### src/sv/tab_pkg.sv
package tab_pkg;

  localparam int COUNT_BITS = 24;
  localparam int SUM_W = 40;
  localparam int ACC_W = 16;
  localparam int TIME_W = 32;
  localparam int IVL_W = 16;
  localparam int DIV_STEPS = SUM_W;
  localparam int STEP_W = $clog2(DIV_STEPS + 1);

  localparam logic [IVL_W-1:0] INTERVAL_RESET = IVL_W'(1000);

  typedef enum logic [1:0] {
    ST_IDLE,
    ST_START,
    ST_BUSY,
    ST_EMIT
  } seq_state_t;

  typedef enum logic [1:0] {
    AXIS_X,
    AXIS_Y,
    AXIS_Z
  } axis_t;

  // Controls from the sequencer to the accumulator.
  typedef struct packed {
    logic add;
    logic clear;
  } acc_ctl_t;

endpackage

### src/sv/tab_if.sv
interface tab_in_if import tab_pkg::*; ();
  logic valid;
  logic ready;
  logic signed [ACC_W-1:0] acc_x;
  logic signed [ACC_W-1:0] acc_y;
  logic signed [ACC_W-1:0] acc_z;
  logic packet_end;
  logic [TIME_W-1:0] packet_time;

  modport source (output valid, acc_x, acc_y, acc_z, packet_end, packet_time,
                  input ready);
  modport sink (input valid, acc_x, acc_y, acc_z, packet_end, packet_time,
                output ready);
endinterface

interface tab_out_if import tab_pkg::*; ();
  logic valid;
  logic ready;
  logic [TIME_W-1:0] publish_time;
  logic signed [ACC_W-1:0] avg_x;
  logic signed [ACC_W-1:0] avg_y;
  logic signed [ACC_W-1:0] avg_z;

  modport source (output valid, publish_time, avg_x, avg_y, avg_z, input ready);
  modport sink (input valid, publish_time, avg_x, avg_y, avg_z, output ready);
endinterface

interface tab_cfg_if import tab_pkg::*; ();
  logic valid;
  logic ready;
  logic [IVL_W-1:0] min_gap_ms;

  modport source (output valid, min_gap_ms, input ready);
  modport sink (input valid, min_gap_ms, output ready);
endinterface

### src/sv/tab_div.sv
module tab_div import tab_pkg::*; (
  input  logic                  clk,
  input  logic                  rst_n,
  input  logic                  start,
  input  logic [SUM_W-1:0]      dividend,
  input  logic [COUNT_BITS-1:0] divisor,
  output logic                  done,
  output logic [SUM_W-1:0]      quotient
);

  logic [STEP_W-1:0]     step_r, step_nxt;
  logic [SUM_W-1:0]      quo_r, quo_nxt;
  logic [COUNT_BITS-1:0] rem_r, rem_nxt;
  logic [COUNT_BITS-1:0] dvs_r, dvs_nxt;
  logic                  done_r, done_nxt;
  logic [COUNT_BITS:0]   trial;
  logic [COUNT_BITS:0]   diff;

  // Restoring division, one quotient bit per cycle. The dividend shifts out
  // of the top of quo_r while quotient bits shift in at the bottom.
  always_comb begin
    trial = {rem_r, quo_r[SUM_W-1]};
    diff = trial - {1'b0, dvs_r};
    step_nxt = step_r;
    quo_nxt = quo_r;
    rem_nxt = rem_r;
    dvs_nxt = dvs_r;
    done_nxt = 1'b0;
    if (start) begin
      step_nxt = STEP_W'(DIV_STEPS);
      quo_nxt = dividend;
      rem_nxt = '0;
      dvs_nxt = divisor;
    end else if (step_r != '0) begin
      step_nxt = step_r - STEP_W'(1);
      done_nxt = (step_r == STEP_W'(1));
      if (!diff[COUNT_BITS]) begin
        rem_nxt = diff[COUNT_BITS-1:0];
        quo_nxt = {quo_r[SUM_W-2:0], 1'b1};
      end else begin
        rem_nxt = trial[COUNT_BITS-1:0];
        quo_nxt = {quo_r[SUM_W-2:0], 1'b0};
      end
    end
  end

  always_ff @(posedge clk) begin
    if (!rst_n) begin
      step_r <= '0;
      done_r <= 1'b0;
    end else begin
      step_r <= step_nxt;
      done_r <= done_nxt;
    end
  end

  always_ff @(posedge clk) begin
    quo_r <= quo_nxt;
    rem_r <= rem_nxt;
    dvs_r <= dvs_nxt;
  end

  assign done = done_r;
  assign quotient = quo_r;

`ifndef NO_ASSERTIONS
  a_start_loads: assert property (@(posedge clk) disable iff (!rst_n)
    start |=> step_r == STEP_W'(DIV_STEPS))
    else $error("divider did not load its step count");
  a_done_at_end: assert property (@(posedge clk) disable iff (!rst_n)
    done_r |-> step_r == '0)
    else $error("divider done while steps remain");
  a_step_counts_down: assert property (@(posedge clk) disable iff (!rst_n)
    (step_r != '0 && !start) |=> step_r == $past(step_r) - STEP_W'(1))
    else $error("divider step count skipped");
`endif

endmodule

### src/sv/tab_accum.sv
module tab_accum import tab_pkg::*; (
  input  logic                     clk,
  input  logic                     rst_n,
  input  acc_ctl_t                 ctl,
  input  logic signed [ACC_W-1:0]  acc_x,
  input  logic signed [ACC_W-1:0]  acc_y,
  input  logic signed [ACC_W-1:0]  acc_z,
  input  logic [TIME_W-1:0]        packet_time,
  input  logic [TIME_W-1:0]        commit_time,
  input  logic [IVL_W-1:0]         interval,
  output logic signed [SUM_W-1:0]  sum_x,
  output logic signed [SUM_W-1:0]  sum_y,
  output logic signed [SUM_W-1:0]  sum_z,
  output logic [COUNT_BITS-1:0]    count,
  output logic                     time_ok
);

  logic signed [SUM_W-1:0]  sx_r, sx_nxt, sy_r, sy_nxt, sz_r, sz_nxt;
  logic [COUNT_BITS-1:0]    cnt_r, cnt_nxt;
  logic [TIME_W-1:0]        last_r, last_nxt;
  logic [TIME_W-1:0]        limit;

  function automatic logic [SUM_W-1:0] sat_add(input logic [SUM_W-1:0] s,
                                               input logic [ACC_W-1:0] a);
    logic [SUM_W:0] r;
    r = {s[SUM_W-1], s} + {{(SUM_W + 1 - ACC_W){a[ACC_W-1]}}, a};
    if (r[SUM_W] != r[SUM_W-1]) begin
      sat_add = r[SUM_W] ? {1'b1, {(SUM_W-1){1'b0}}} : {1'b0, {(SUM_W-1){1'b1}}};
    end else begin
      sat_add = r[SUM_W-1:0];
    end
  endfunction

  // Publish when the timestamp passes the wrapped deadline or the time base wrapped.
  assign limit = last_r + TIME_W'(interval);
  assign time_ok = (packet_time > limit) || (packet_time < last_r);

  always_comb begin
    sx_nxt = sx_r;
    sy_nxt = sy_r;
    sz_nxt = sz_r;
    cnt_nxt = cnt_r;
    last_nxt = last_r;
    if (ctl.clear) begin
      sx_nxt = '0;
      sy_nxt = '0;
      sz_nxt = '0;
      cnt_nxt = '0;
      last_nxt = commit_time;
    end else if (ctl.add && cnt_r != '1) begin
      sx_nxt = sat_add(sx_r, acc_x);
      sy_nxt = sat_add(sy_r, acc_y);
      sz_nxt = sat_add(sz_r, acc_z);
      cnt_nxt = cnt_r + COUNT_BITS'(1);
    end
  end

  always_ff @(posedge clk) begin
    if (!rst_n) begin
      sx_r <= '0;
      sy_r <= '0;
      sz_r <= '0;
      cnt_r <= '0;
      last_r <= '0;
    end else begin
      sx_r <= sx_nxt;
      sy_r <= sy_nxt;
      sz_r <= sz_nxt;
      cnt_r <= cnt_nxt;
      last_r <= last_nxt;
    end
  end

  assign sum_x = sx_r;
  assign sum_y = sy_r;
  assign sum_z = sz_r;
  assign count = cnt_r;

endmodule

### src/sv/timed_three_axis_block_averager_core.sv
// A non-publishing sample is accepted in idle; the next may follow at once.
// A publishing sample runs one shared 40-step restoring divider once per axis, and
// no samples are taken meanwhile; an empty block skips the divider.
// The result sits in an output register, so new samples are taken while it waits.
// Synchronous active-low reset clears the sums, count, last publish time and the
// output valid, and sets the publish interval to 1000 ms.
module timed_three_axis_block_averager_core import tab_pkg::*; (
  input  logic       clk,
  input  logic       rst_n,
  tab_in_if.sink     in_ch,
  tab_out_if.source  out_ch,
  tab_cfg_if.sink    cfg_ch
);

  seq_state_t state_r, state_nxt;
  axis_t      axis_r, axis_nxt;

  logic [IVL_W-1:0]        interval_r;
  logic [TIME_W-1:0]       time_r, time_nxt;
  logic                    neg_r, neg_nxt;
  logic [ACC_W-1:0]        avg_x_r, avg_x_nxt, avg_y_r, avg_y_nxt, avg_z_r, avg_z_nxt;
  logic                    out_valid_r, out_valid_nxt;
  logic [TIME_W-1:0]       out_time_r;
  logic [ACC_W-1:0]        out_x_r, out_y_r, out_z_r;

  logic                    in_fire;
  logic                    emit_go;
  logic                    div_start;
  logic                    div_done;
  logic [SUM_W-1:0]        div_quo;
  logic signed [SUM_W-1:0] sum_x, sum_y, sum_z;
  logic [SUM_W-1:0]        sum_sel;
  logic [SUM_W-1:0]        sum_mag;
  logic [COUNT_BITS-1:0]   count;
  logic                    time_ok;
  logic [ACC_W-1:0]        q_lo;
  logic [ACC_W-1:0]        mean;
  acc_ctl_t                acc_ctl;

  // Requests are taken only while the sequencer waits for samples.
  assign in_ch.ready = (state_r == ST_IDLE);
  assign in_fire = in_ch.valid && in_ch.ready;
  assign cfg_ch.ready = 1'b1;

  // The output slot frees when its result is taken in this same cycle.
  assign emit_go = (state_r == ST_EMIT) && (!out_valid_r || out_ch.ready);

  tab_accum u_accum (
    .clk         (clk),
    .rst_n       (rst_n),
    .ctl         (acc_ctl),
    .acc_x       (in_ch.acc_x),
    .acc_y       (in_ch.acc_y),
    .acc_z       (in_ch.acc_z),
    .packet_time (in_ch.packet_time),
    .commit_time (time_r),
    .interval    (interval_r),
    .sum_x       (sum_x),
    .sum_y       (sum_y),
    .sum_z       (sum_z),
    .count       (count),
    .time_ok     (time_ok)
  );

  // The axis being divided picks its sum; the divider works on the magnitude
  // and the sign is put back on the truncated quotient.
  always_comb begin
    unique case (axis_r)
      AXIS_X:  sum_sel = sum_x;
      AXIS_Y:  sum_sel = sum_y;
      AXIS_Z:  sum_sel = sum_z;
      default: sum_sel = sum_x;
    endcase
  end

  assign sum_mag = sum_sel[SUM_W-1] ? (~sum_sel + SUM_W'(1)) : sum_sel;
  assign div_start = (state_r == ST_START) && (count != '0);

  tab_div u_div (
    .clk      (clk),
    .rst_n    (rst_n),
    .start    (div_start),
    .dividend (sum_mag),
    .divisor  (count),
    .done     (div_done),
    .quotient (div_quo)
  );

  assign q_lo = div_quo[ACC_W-1:0];
  assign mean = neg_r ? (~q_lo + ACC_W'(1)) : q_lo;

  // Sequencer: accumulate in idle, then per axis start the divider and collect its
  // quotient (an empty block skips the divider), then hand the result to the output register.
  always_comb begin
    state_nxt = state_r;
    axis_nxt = axis_r;
    time_nxt = time_r;
    neg_nxt = neg_r;
    avg_x_nxt = avg_x_r;
    avg_y_nxt = avg_y_r;
    avg_z_nxt = avg_z_r;
    acc_ctl = '0;
    unique case (state_r)
      ST_IDLE: begin
        if (in_fire) begin
          acc_ctl.add = 1'b1;
          if (in_ch.packet_end && time_ok) begin
            time_nxt = in_ch.packet_time;
            axis_nxt = AXIS_X;
            state_nxt = ST_START;
          end
        end
      end
      ST_START: begin
        if (count == '0) begin
          // An empty block averages to zero on every axis.
          avg_x_nxt = '0;
          avg_y_nxt = '0;
          avg_z_nxt = '0;
          state_nxt = ST_EMIT;
        end else begin
          neg_nxt = sum_sel[SUM_W-1];
          state_nxt = ST_BUSY;
        end
      end
      ST_BUSY: begin
        if (div_done) begin
          unique case (axis_r)
            AXIS_X: begin
              avg_x_nxt = mean;
              axis_nxt = AXIS_Y;
              state_nxt = ST_START;
            end
            AXIS_Y: begin
              avg_y_nxt = mean;
              axis_nxt = AXIS_Z;
              state_nxt = ST_START;
            end
            default: begin
              avg_z_nxt = mean;
              state_nxt = ST_EMIT;
            end
          endcase
        end
      end
      ST_EMIT: begin
        if (emit_go) begin
          acc_ctl.clear = 1'b1;
          state_nxt = ST_IDLE;
        end
      end
      default: state_nxt = ST_IDLE;
    endcase
  end

  always_comb begin
    out_valid_nxt = out_valid_r;
    if (emit_go) begin
      out_valid_nxt = 1'b1;
    end else if (out_ch.ready) begin
      out_valid_nxt = 1'b0;
    end
  end

  always_ff @(posedge clk) begin
    if (!rst_n) begin
      state_r <= ST_IDLE;
      axis_r <= AXIS_X;
      out_valid_r <= 1'b0;
      interval_r <= INTERVAL_RESET;
    end else begin
      state_r <= state_nxt;
      axis_r <= axis_nxt;
      out_valid_r <= out_valid_nxt;
      if (cfg_ch.valid && cfg_ch.ready) begin
        interval_r <= cfg_ch.min_gap_ms;
      end
    end
  end

  always_ff @(posedge clk) begin
    time_r <= time_nxt;
    neg_r <= neg_nxt;
    avg_x_r <= avg_x_nxt;
    avg_y_r <= avg_y_nxt;
    avg_z_r <= avg_z_nxt;
    if (emit_go) begin
      out_time_r <= time_r;
      out_x_r <= avg_x_r;
      out_y_r <= avg_y_r;
      out_z_r <= avg_z_r;
    end
  end

  assign out_ch.valid = out_valid_r;
  assign out_ch.publish_time = out_time_r;
  assign out_ch.avg_x = out_x_r;
  assign out_ch.avg_y = out_y_r;
  assign out_ch.avg_z = out_z_r;

`ifndef NO_ASSERTIONS
  a_publish_starts: assert property (@(posedge clk) disable iff (!rst_n)
    (in_fire && in_ch.packet_end && time_ok) |=> state_r == ST_START)
    else $error("publishing request did not start the divider sequence");
  a_emit_clears: assert property (@(posedge clk) disable iff (!rst_n)
    emit_go |=> (out_valid_r && count == '0))
    else $error("result loaded without clearing the accumulator");
  a_valid_from_emit: assert property (@(posedge clk) disable iff (!rst_n)
    $rose(out_valid_r) |-> $past(state_r) == ST_EMIT)
    else $error("output became valid outside the emit step");
`endif

endmodule
### src/flat_wrapper.sv
// flat-port wrapper written by rule: the top's interface ports become plain ports
module timed_three_axis_block_averager_core_flat import tab_pkg::*;
  (clk, rst_n, in_ch_valid, in_ch_acc_x, in_ch_acc_y, in_ch_acc_z, in_ch_packet_end, in_ch_packet_time, in_ch_ready, out_ch_valid, out_ch_publish_time, out_ch_avg_x, out_ch_avg_y, out_ch_avg_z, out_ch_ready, cfg_ch_valid, cfg_ch_min_gap_ms, cfg_ch_ready);
  tab_in_if in_ch_i ();
  tab_out_if out_ch_i ();
  tab_cfg_if cfg_ch_i ();
  input  logic clk;
  input  logic rst_n;
  input wire logic [$bits(in_ch_i.valid)-1:0] in_ch_valid;
  input wire logic [$bits(in_ch_i.acc_x)-1:0] in_ch_acc_x;
  input wire logic [$bits(in_ch_i.acc_y)-1:0] in_ch_acc_y;
  input wire logic [$bits(in_ch_i.acc_z)-1:0] in_ch_acc_z;
  input wire logic [$bits(in_ch_i.packet_end)-1:0] in_ch_packet_end;
  input wire logic [$bits(in_ch_i.packet_time)-1:0] in_ch_packet_time;
  output wire logic [$bits(in_ch_i.ready)-1:0] in_ch_ready;
  output wire logic [$bits(out_ch_i.valid)-1:0] out_ch_valid;
  output wire logic [$bits(out_ch_i.publish_time)-1:0] out_ch_publish_time;
  output wire logic [$bits(out_ch_i.avg_x)-1:0] out_ch_avg_x;
  output wire logic [$bits(out_ch_i.avg_y)-1:0] out_ch_avg_y;
  output wire logic [$bits(out_ch_i.avg_z)-1:0] out_ch_avg_z;
  input wire logic [$bits(out_ch_i.ready)-1:0] out_ch_ready;
  input wire logic [$bits(cfg_ch_i.valid)-1:0] cfg_ch_valid;
  input wire logic [$bits(cfg_ch_i.min_gap_ms)-1:0] cfg_ch_min_gap_ms;
  output wire logic [$bits(cfg_ch_i.ready)-1:0] cfg_ch_ready;
  assign in_ch_i.valid = in_ch_valid;
  assign in_ch_i.acc_x = in_ch_acc_x;
  assign in_ch_i.acc_y = in_ch_acc_y;
  assign in_ch_i.acc_z = in_ch_acc_z;
  assign in_ch_i.packet_end = in_ch_packet_end;
  assign in_ch_i.packet_time = in_ch_packet_time;
  assign in_ch_ready = in_ch_i.ready;
  assign out_ch_valid = out_ch_i.valid;
  assign out_ch_publish_time = out_ch_i.publish_time;
  assign out_ch_avg_x = out_ch_i.avg_x;
  assign out_ch_avg_y = out_ch_i.avg_y;
  assign out_ch_avg_z = out_ch_i.avg_z;
  assign out_ch_i.ready = out_ch_ready;
  assign cfg_ch_i.valid = cfg_ch_valid;
  assign cfg_ch_i.min_gap_ms = cfg_ch_min_gap_ms;
  assign cfg_ch_ready = cfg_ch_i.ready;
  timed_three_axis_block_averager_core u_core (.clk(clk), .rst_n(rst_n), .in_ch(in_ch_i), .out_ch(out_ch_i), .cfg_ch(cfg_ch_i));
endmodule
### config.mk
export PLATFORM = sky130hd
export DESIGN_NAME = timed_three_axis_block_averager_core_flat
export DESIGN_NICKNAME = d
export VERILOG_FILES = /design/src/sv/tab_pkg.sv /design/src/sv/tab_if.sv /design/src/sv/tab_div.sv /design/src/sv/tab_accum.sv /design/src/sv/timed_three_axis_block_averager_core.sv /design/src/flat_wrapper.sv
export SDC_FILE = /design/constraint.sdc
export NUM_CORES = 1
export LEC_CHECK = 0
export BUFFER_PORTS_ARGS = -buffer_cell sky130_fd_sc_hd__buf_2
export CAP_MARGIN = 10
export CORE_ASPECT_RATIO = 0.8
export CORE_MARGIN = 2
export CORE_UTILIZATION = 64
export DETAILED_ROUTE_END_ITERATION = 12
export GPL_TIMING_DRIVEN = 1
export PLACE_DENSITY = 0.82
export SYNTH_ARGS = -nofsm -noshare
export SYNTH_HDL_FRONTEND = slang
export SYNTH_SLANG_ARGS = --single-unit
### constraint.sdc
create_clock -name clk -period 9.95 [get_ports clk]
set_input_delay 1.99 -clock clk [delete_from_list [all_inputs] [get_ports clk]]
set_output_delay 1.99 -clock clk [all_outputs]
set_load 0.02 [all_outputs]
[Yosys cells after proc, flatten, opt, wreduce, memory -nomap -nowiden]
Cells that the tools add are included.
Word-level totals
  bits in registers: 453
  logic and storage cells: 130
Cells by class
  order comparisons: 2
  add/sub/neg operators: 9
  muxes and demuxes: 43
  bitwise logic cells: 5
  reduce and logical (&&, ||, !) cells: 28
  equal/unequal tests: 19
Operator list (count)
  $mux W40: 9
  $mux W16: 8
  $add A40 B16 Y41: 3
  $pmux W16 S2: 3
  $pmux W40 S2: 1
  $add A40 B1 Y40 const B: 1
  $not A40 Y40: 1
  $add A32 B16 Y32: 1
  $gt A32 B32 Y1: 1
  $lt A32 B32 Y1: 1
  $sub A25 B24 Y25: 1
  $add A24 B1 Y24 const B: 1
  $logic_not A24 Y1: 1
  $mux W24: 1
  $ne A24 B24 Y1 const B: 1
  $reduce_bool A24 Y1: 1
  $add A16 B1 Y16 const B: 1
  $mux W2: 8
  $not A16 Y16: 1
  $reduce_and A4 Y1: 4
  $mux W6: 2
  $ne A2 B2 Y1 const B: 5
  $mux W1: 8
  $pmux W2 S2: 2
  20 further kinds: 40

[Logic depth before layout (Yosys ltp)]
Gate-level depths: netlist (run 1).
  depth in word-level cells: 7
  depth in mapped cells: 24
  mapped depth without buffers: 24

[Cells and area by module]
A second synthesis (run 1) with hierarchy kept.
Second synthesis, totals
  cells, all modules: 3117
  area, all modules: 29654.7 um^2
Modules (own cells, without submodules)
  tab_accum: times used 1, area each 16301.9 um^2, cells each 2072, sequential area each 3523.4 um^2
  timed_three_axis_block_averager_core: times used 1, area each 8136.6 um^2, cells each 564, sequential area each 5255.0 um^2
  tab_div: times used 1, area each 5216.3 um^2, cells each 481, sequential area each 2542.4 um^2

[Worst setup path before layout (run 1)]
OpenSTA, ideal clock, no wires.
  path kind: input -> register
  start: in out_ch_ready
  end: reg u_core.out_x_r[0] (netlist: u_core.out_ch.avg_x[0]) (enable)
  slack: 4.656 ns
  arrival: 4.818 ns
  cell stages on the path: 4
  path through: nand2b_1 nand3_1 inv_1 buf_1
On the way
  longest elaborated chain between the ends: 2
Ends and longest elaborated chain
  start, declared: line flat_wrapper.sv:21  | input wire logic [$bits(out_ch_i.ready)-1:0] out_ch_ready;
  $logic_or A1 B1 Y1: line timed_three_axis_block_averager_core.sv:46  | assign emit_go = (state_r == ST_EMIT) && (!out_valid_r || out_ch.ready);
  $logic_and A1 B1 Y1: line timed_three_axis_block_averager_core.sv:46
  named net u_core.emit_go: line timed_three_axis_block_averager_core.sv:27  | logic emit_go;
  end signal, assigned: line timed_three_axis_block_averager_core.sv:189  | out_x_r <= avg_x_r;
  end, declared: line timed_three_axis_block_averager_core.sv:24  | logic [ACC_W-1:0] out_x_r, out_y_r, out_z_r;
The timed path passes the listed nets, and every way through them passes these cells.
A chain may end at the register's enable or synchronous reset.

[Worst setup path in the final report (run 1)]
  start: reg u_core.u_accum.last_r[0]
  end: reg u_core.axis_r[0]
On the way
  longest elaborated chain between the ends: 6
  elaborated cells between the ends (all ways): 7
  classes of those cells: 1 x add/sub; 2 x order compare; 1 x eq/ne; 3 x reduce/logical
Ends and longest elaborated chain
  start, declared: line tab_accum.sv:20  | logic [TIME_W-1:0] last_r, last_nxt;
  start signal, assigned: line tab_accum.sv:70  | last_r <= last_nxt;
  $add A32 B16 Y32: line tab_accum.sv:35  | assign limit = last_r + TIME_W'(interval);
  $gt A32 B32 Y1: line tab_accum.sv:36  | assign time_ok = (packet_time > limit) || (packet_time < last_r);
  $logic_or A1 B1 Y1 *: line tab_accum.sv:36
  $logic_and A1 B1 Y1 *: line timed_three_axis_block_averager_core.sv:107  | if (in_ch.packet_end && time_ok) begin
  $ne A2 B2 Y1 (no source line) *
  $reduce_and A5 Y1 (no source line) *
  end signal, assigned: line timed_three_axis_block_averager_core.sv:173  | axis_r <= axis_nxt;
  end, declared: line timed_three_axis_block_averager_core.sv:16  | axis_t axis_r, axis_nxt;
Every way passes the cells marked *; elsewhere a longest branch is shown, timed or not.

==> out/metrics.json, run 1 <==
{
  "cts_tree": {"value": "yes"},
  "antenna_found_initial": {"value": 3},
  "synthXorXnorAreaFrac": {"value": 6.64, "unit": "%"},
  "globalRouteTotalUtil": {"value": 31.4, "unit": "%"},
  "post-synth-top-area-fraction": {"value": 23.3, "unit": "%"},
  "setup_total_negative_slack": {"value": 0, "unit": "ns"},
  "postCtsHoldBufs": {"value": 0},
  "timing.critical_path.arrival": {"value": 6.45, "unit": "ns"},
  "dieArea": {"value": 47100, "unit": "µm²"},
  "synth_top_flop_cell": {"value": "dfxtp_1"},
  "cts_buffers": {"value": 45},
  "drc_errors": {"value": 0},
  "yosysWarnings": {"value": 0},
  "clkSlewWorstSetupHoldPaths": {"value": 0.07, "unit": "ns"},
  "placement_rows": {"value": 69},
  "netlist-cell-type-count": {"value": 95},
  "most_common_cell_in_the_synthesized_netlist": {"value": "a21oi_1"},
  "route.vias.total": {"value": 24663},
  "cell_with_the_biggest_individual_delay_on_the_critical_path": {"value": "a21boi_0"},
  "holdCritPathClass": {"value": "register to register"},
  "max_slew.worst_pin.slew": {"value": 1.30, "unit": "ns"},
  "ir_worst_vdd": {"value": 0.000246, "unit": "V"},
  "boundaryPins": {"value": 185},
  "hpwlAfterDp": {"value": 55100, "unit": "µm"},
  "worst-path-buf-inv": {"value": 2},
  "die_height": {"value": 194, "unit": "µm"},
  "synth.cells.most_frequent": {"value": "a21oi_1, nand2_1, o21ai_0"},
  "drt-total-wl": {"value": 75900, "unit": "µm"},
  "netlist_area": {"value": 29000, "unit": "µm²"},
  "final_net_count": {"value": 3577},
  "setup.worst_path.start_class": {"value": "register"},
  "compound_cell_area_share_of_the_yosys_netlist": {"value": 21.2, "unit": "%"},
  "pwr_density_cell": {"value": 229, "unit": "nW/µm²"},
  "drt_pass1_iterations": {"value": 5},
  "drt_iter0_drc": {"value": 2232},
  "critPathCaptureType": {"value": "register"},
  "layout-drive-gt1-share": {"value": 10.2, "unit": "%"},
  "ant_nets": {"value": 0},
  "total_congestion_overflow_after_global_routing": {"value": 0},
  "initial_utilization": {"value": 65.2, "unit": "%"},
  "syn_nets": {"value": 3478},
  "multi_input_area": {"value": 16600, "unit": "µm²"},
  "crit_path_frequent_cell": {"value": "a21o_1"},
  "synth.largest_area_cell": {"value": "edfxtp_1"},
  "path_max_fanout": {"value": 35},
  "floorplan.die.width": {"value": 242, "unit": "µm"},
  "final.min_clock_period": {"value": 5.96, "unit": "ns"},
  "cpLargestDelayFamily": {"value": "compound AO/OA/AOI/OAI gates"},
  "yosys-mux-area-fraction": {"value": 1.99, "unit": "%"},
  "grt_first_pass_wirelength": {"value": 122000, "unit": "µm"},
  "drv.max_cap_violation_count": {"value": 0},
  "placed_cell_area": {"value": 30300, "unit": "µm²"},
  "clock-root-buffer": {"value": "clkbuf_16"},
  "design.core.area": {"value": 44500, "unit": "µm²"},
  "gp_routability_congestion": {"value": 0.958},
  "finish.instance_area": {"value": 31800, "unit": "µm²"},
  "cts_post_setup_buffers_inserted": {"value": 0},
  "status": {"value": "completed"},
  "route.detailed.wl_per_inst": {"value": 19.6, "unit": "µm"},
  "placed_cells": {"value": 3794},
  "top_area_cells_in_the_synthesized_netlist": {"value": "edfxtp_1, dfxtp_1, ha_1"},
  "ys_async_sr_fraction": {"value": 0, "unit": "%"},
  "postCtsResizedCells": {"value": 0},
  "area.growth.synth_to_final": {"value": 9.46, "unit": "%"},
  "synth-seq-area-share": {"value": 39.0, "unit": "%"},
  "fin_worst_skew": {"value": 0.0353, "unit": "ns"},
  "tritoncts_num_sinks": {"value": 453},
  "critical_path.startpoint": {"value": "u_core.u_accum.last_r[0]$_SDFFE_PN0P_"},
  "worst_r2r_startpoint": {"value": "u_core.u_accum.last_r[0]$_SDFFE_PN0P_"},
  "critical_path_max_stage_delay": {"value": 0.51, "unit": "ns"},
  "area.sequential": {"value": 11300, "unit": "µm²"},
  "htreeDepth": {"value": 2},
  "min_period_over_period": {"value": 59.9, "unit": "%"},
  "synth_adder_area_share": {"value": 14.3, "unit": "%"},
  "synth_edf_count": {"value": 225},
  "port_buffers": {"value": 183},
  "max_freq": {"value": 168, "unit": "MHz"},
  "grt_setup_unrepaired": {"value": "false"},
  "hold_path_startpoint": {"value": "u_core.avg_y_r[0]$_DFFE_PP_"},
  "setup_viol_count_final": {"value": 0},
  "clock_path_buffers": {"value": 3},
  "vias_per_cell": {"value": 6.36},
  "worst_slew_margin_rel": {"value": 10.9, "unit": "%"},
  "grt_max_degree": {"value": 123},
  "final-instance-count-excl-fill": {"value": 3880},
  "synth_top_family_by_area": {"value": "compound AO/OA/AOI/OAI gates"},
  "fin_worst_hold_slack": {"value": 0.409, "unit": "ns"},
  "final-hold-violation-count": {"value": 0},
  "required": {"value": 10.44, "unit": "ns"},
  "worstSetupPathType": {"value": "register to register"},
  "synth_simple_gate_area_share": {"value": 12.9, "unit": "%"},
  "syn_area_per_cell": {"value": 9.25, "unit": "µm²"},
  "n_fill_cell": {"value": 3241},
  "synthCells": {"value": 3139},
  "power.leakage": {"value": 12.7, "unit": "nW"},
  "grt_pass1_vias": {"value": 22986},
  "final_number_of_max_transition_violations": {"value": 0},
  "clk_latency": {"value": 0.59, "unit": "ns"},
  "seq_cells_post_synth": {"value": 453}
}
## path summary, 6_finish.rpt
kind	end	slack [ns]	depth (start not counted)
worst min register to register	u_core.out_ch.avg_y[0]$_DFFE_PP_	0.41	0
worst max-delay path	u_core.axis_r[0]$_SDFFE_PN0P_	3.99	25
worst min-delay path	u_core.out_ch.avg_y[0]$_DFFE_PP_	0.41	0
worst max register to register	u_core.axis_r[0]$_SDFFE_PN0P_	3.99	25
## stage by stage
stage | setup slack [ns] | utilization [%] | power, mW
after floorplan | 4.66 | - | 4.86
after global placement | 4.41 | 67.9 | 5.36
after detailed placement | 4.20 | 67.9 | 5.49
after CTS | 4.13 | 71.3 | 7.23
after global routing | 3.71 | 71.3 | 7.72
final | 3.99 | 71.3 | 7.28
## sequential cells by signal (all words and copies together) (netlist names), 24 cells and up
name,cells
u_core.u_accum.sum_x,40
u_core.time_r,32
u_core.u_accum.count,24
u_core.u_accum.last_r,32
u_core.u_accum.sum_z,40
u_core.out_ch.publish_time,32
u_core.u_div.rem_r,24
u_core.u_div.quotient,40
u_core.u_accum.sum_y,40
u_core.u_div.dvs_r,24
## metal layers
layer  vias to the layer above  global-route usage (%)  part of all wire, %
li1                      11688                       -                    -
met1                     11808                    46.1                   45
met2                      1016                    47.6                   43
met3                       149                    5.66                  9.2
met4                         2                    8.80                  2.7
met5                         -                       0                0.013
## worst register-to-register path, stage by stage, from the launching register on
cell and delay [ns]:
dfxtp_1 0.38, ha_1 0.20, inv_1 0.06, fa_1 0.42, nor2b_1 0.12, o21ai_0 0.10, a21oi_1 0.19, o21ai_0 0.14
a21o_1 0.20, a21boi_0 0.51, o21a_1 0.31, a41oi_1 0.46, nor4_1 0.46, xnor2_1 0.12, ha_1 0.20, a21o_1 0.18
a21o_1 0.17, a21o_1 0.17, a21o_1 0.18, a21oi_1 0.14, nor2b_1 0.07, o21ai_0 0.15, a32oi_1 0.09, o211a_1 0.23
buf_4 0.31, a211oi_1 0.31
## placed cells by master, fill, tap and decap left out, types with 9 or more instances in the layout
| master | instances |
|---|---|
| a21o_1 | 105 |
| nand3_1 | 61 |
| o21ai_0 | 271 |
| and3_1 | 18 |
| o21a_1 | 15 |
| nor4_1 | 16 |
| o31ai_1 | 10 |
| a31oi_1 | 24 |
| nand2_1 | 271 |
| a21oi_1 | 312 |
| and2_1 | 9 |
| nor3_1 | 45 |
| or3_1 | 14 |
| nand2b_1 | 36 |
| nor2_1 | 189 |
| buf_4 | 23 |
| edfxtp_1 | 225 |
| a211oi_1 | 31 |
| o211ai_1 | 20 |
| and4_1 | 12 |
| xnor2_1 | 111 |
| inv_1 | 126 |
| nand4_1 | 36 |
| mux2i_1 | 54 |
| clkbuf_1 | 16 |
| a22o_1 | 30 |
| nor2b_1 | 42 |
| buf_2 | 183 |
| ha_1 | 231 |
| xor2_1 | 107 |
| o21ai_1 | 9 |
| a21boi_0 | 42 |
| dfxtp_1 | 228 |
| clkbuf_16 | 46 |
| maj3_1 | 113 |
| a22oi_1 | 13 |
| o21bai_1 | 16 |
## cell type report
| type | count | share of cell area, % |
|---|---|---|
| multi-input cells | 2405 | 52.3 |
| clock inverters | 19 | 0.784 |
| well taps | 603 | 2.37 |
| diodes | 2 | 0.0158 |
| clock buffers | 65 | 3.94 |
| repair buffers | 206 | 3.43 |
| flip-flops and latches | 453 | 35.6 |
| inverters | 127 | 1.51 |
## power by group
part           internal (mW)  switching, mW
Combinational           1.23           1.72
Clock                  0.991          0.750
Sequential              2.32          0.263
Total                   4.54           2.73
## cells by family (layout without fill, tap and decap cells)
group | Yosys count | after routing
adder cells (fa/ha/maj) | 351 | 351
AO/OA/AOI/OAI | 988 | 988
flip-flops | 453 | 453
buffers and inverters | 281 | 417
multiplexers | 57 | 57
XOR/XNOR | 220 | 220
AND/OR/NAND/NOR | 788 | 788
other | 1 | 3
(Power assumes the default switching activity.)
==> inputs of run 2 (changes only) <==
- CORE_UTILIZATION: 64 -> 56
- PLACE_DENSITY: 0.82 -> 0.76
- clock period: 9.95 -> 5.3 ns (I/O delays scaled with it)
==> run 2 against run 1 <==
Non-clock buffer count up 7. Clock skew up 0.0036 ns. Final cell count up 2.4%. Sequential share of layout area down 0.43 points. Via count down 2.4%. Maximum frequency up 22%. Flip-flop and latch count unchanged. Register-to-register slack worse by 3.6 ns. Setup slack worse by 3.6 ns. Design area up 1.2%. Total power up 91%.
==> out/metrics.json, run 2 (synthesis results as in run 1) <==
{
  "regToRegEndpoint": {"value": "u_core.state_r[0]$_SDFFE_PN0P_"},
  "clk_latency": {"value": 0.62, "unit": "ns"},
  "max_slew.worst_pin.slew": {"value": 1.14, "unit": "ns"},
  "pwr_density_cell": {"value": 431, "unit": "nW/µm²"},
  "clock_path_buffers": {"value": 3},
  "critical_path.startpoint": {"value": "u_core.u_accum.last_r[0]$_SDFFE_PN0P_"},
  "floorplan.die.width": {"value": 259, "unit": "µm"},
  "final.min_clock_period": {"value": 4.89, "unit": "ns"},
  "status": {"value": "completed"},
  "hpwlAfterDp": {"value": 54300, "unit": "µm"},
  "final-instance-count-excl-fill": {"value": 3972},
  "crit_end": {"value": "u_core.state_r[0]$_SDFFE_PN0P_"},
  "power.leakage": {"value": 12.8, "unit": "nW"},
  "r2r_setup_slack": {"value": 0.41, "unit": "ns"},
  "drt_iter0_drc": {"value": 2462},
  "max_freq": {"value": 204, "unit": "MHz"},
  "top_layer_used": {"value": "met5"},
  "area.growth.synth_to_final": {"value": 10.8, "unit": "%"},
  "antenna_found_initial": {"value": 3},
  "drc_errors": {"value": 0},
  "final_number_of_max_transition_violations": {"value": 0},
  "worst_r2r_startpoint": {"value": "u_core.u_accum.last_r[0]$_SDFFE_PN0P_"},
  "holdCritPathClass": {"value": "register to register"},
  "vias_per_cell": {"value": 6.06},
  "port_buffers": {"value": 183},
  "ir_worst_vdd": {"value": 0.000270, "unit": "V"},
  "setup.worst_path.start_class": {"value": "register"},
  "design.core.area": {"value": 51100, "unit": "µm²"},
  "most-common-layout-cells": {"value": "a21oi_1, nand2_1, o21ai_0"},
  "finish.instance_area": {"value": 32200, "unit": "µm²"},
  "required": {"value": 5.81, "unit": "ns"},
  "ant_nets": {"value": 0},
  "placed_cells": {"value": 3882},
  "fin_worst_hold_slack": {"value": 0.404, "unit": "ns"},
  "initial_utilization": {"value": 56.8, "unit": "%"},
  "wl_met2": {"value": 31500, "unit": "µm"},
  "path_max_fanout": {"value": 22},
  "route.vias.total": {"value": 24080},
  "cts_buffers": {"value": 48},
  "n_fill_cell": {"value": 4167},
  "worstSetupPathType": {"value": "register to register"},
  "routedLengthMet1": {"value": 34700, "unit": "µm"},
  "drt_pass1_iterations": {"value": 6},
  "critPathCaptureType": {"value": "register"},
  "grt_pass1_vias": {"value": 22518},
  "grt_first_pass_wirelength": {"value": 117000, "unit": "µm"},
  "placed_cell_area": {"value": 30500, "unit": "µm²"},
  "grt_max_degree": {"value": 239},
  "drv.max_cap_violation_count": {"value": 0},
  "grt_setup_unrepaired": {"value": "false"},
  "reg2regPathDepth": {"value": 25},
  "multi_input_area": {"value": 16700, "unit": "µm²"},
  "cts_tree": {"value": "yes"},
  "gp_routability_congestion": {"value": 0.945},
  "setup_total_negative_slack": {"value": 0, "unit": "ns"},
  "htreeDepth": {"value": 2},
  "layout-drive-gt1-share": {"value": 10.8, "unit": "%"},
  "boundaryPins": {"value": 185},
  "tritoncts_num_sinks": {"value": 453},
  "setup_viol_count_final": {"value": 0},
  "clock-root-buffer": {"value": "clkbuf_16"},
  "timing.critical_path.arrival": {"value": 5.40, "unit": "ns"},
  "die_height": {"value": 208, "unit": "µm"},
  "layout.cells.most_common": {"value": "a21oi_1"},
  "postCtsResizedCells": {"value": 0},
  "met3_length": {"value": 5370, "unit": "µm"},
  "total_congestion_overflow_after_global_routing": {"value": 0},
  "insertedDiodeCount": {"value": 0},
  "final-hold-violation-count": {"value": 0},
  "placement_rows": {"value": 74},
  "final_net_count": {"value": 3587},
  "cts_post_setup_buffers_inserted": {"value": 0},
  "area.sequential": {"value": 11300, "unit": "µm²"},
  "fin_worst_skew": {"value": 0.0388, "unit": "ns"},
  "clkSlewWorstSetupHoldPaths": {"value": 0.06, "unit": "ns"},
  "min_period_over_period": {"value": 92.3, "unit": "%"},
  "postCtsHoldBufs": {"value": 0},
  "drt-total-wl": {"value": 73900, "unit": "µm"},
  "worst_slew_margin_rel": {"value": 23.5, "unit": "%"},
  "globalRouteTotalUtil": {"value": 26.8, "unit": "%"},
  "dieArea": {"value": 53700, "unit": "µm²"},
  "route.detailed.wl_per_inst": {"value": 18.6, "unit": "µm"}
}
[run 2: per-layer routing]
metal | track usage, % | up-vias
met1 | 39.1 | 11381
li1 | - | 11709
met3 | 4.40 | 150
met4 | 10.0 | 4
met5 | 0 | -
met2 | 39.7 | 836
[run 2: final cells by class]
cell class / instances / area share [%]
Multi-Input combinational cell: 2405 / 51.8
Sequential cell: 453 / 35.2
Clock buffer: 64 / 4.30
Timing Repair Buffer: 213 / 3.70
Tap cell: 684 / 2.66
Inverter: 127 / 1.49
Clock inverter: 26 / 0.864
[run 2: per-stage QoR]
step                worst slack, ns  power, mW  util, %
global placement              0.322       10.1     59.6
CTS                           0.219       13.8     62.9
detailed placement            0.270       10.3     59.6
floorplan                     0.413       9.12        -
global route                 0.0578       14.7     62.9
finish                        0.410       13.9     62.9
[run 2: worst max-delay path: stages, from the launching register on]
cell and delay [ns]:
dfxtp_1 0.36, ha_1 0.20, inv_1 0.06, fa_1 0.40
nor2b_1 0.12, o21ai_0 0.10, a21oi_1 0.19, o21ai_0 0.13
a21o_1 0.21, a21boi_2 0.18, o21a_2 0.21, a41oi_1 0.20
buf_4 0.23, nor3_1 0.18, xnor2_1 0.16, ha_1 0.27
a21o_1 0.16, a21o_1 0.17, a21o_1 0.17, a21oi_1 0.13
nor2b_1 0.05, o21ai_0 0.17, a32oi_1 0.08, o211a_1 0.27
buf_12 0.18, o21a_1 0.19
[run 2: how the worst min path moves through the flow]
stage,endpoint,cells past startpoint,start
after global placement,u_core.out_ch.avg_x[3]$_DFFE_PP_,0,u_core.avg_x_r[3]$_DFFE_PP_
after global routing,u_core.out_ch.avg_x[13]$_DFFE_PP_,0,u_core.avg_x_r[13]$_DFFE_PP_
after detailed placement,u_core.out_ch.avg_x[7]$_DFFE_PP_,0,u_core.avg_x_r[7]$_DFFE_PP_
final,u_core.out_ch.avg_x[13]$_DFFE_PP_,0,u_core.avg_x_r[13]$_DFFE_PP_
after floorplan,u_core.out_ch.avg_x[0]$_DFFE_PP_,0,u_core.avg_x_r[0]$_DFFE_PP_
after CTS,u_core.out_ch.avg_x[13]$_DFFE_PP_,0,u_core.avg_x_r[13]$_DFFE_PP_
[run 2: power breakdown]
| part | total (mW) | internal [mW] | switching (mW) |
|---|---|---|---|
| Combinational | 5.53 | 2.33 | 3.20 |
| Sequential | 4.84 | 4.35 | 0.491 |
| Clock | 3.50 | 2.04 | 1.46 |
| Total | 13.9 | 8.73 | 5.14 |
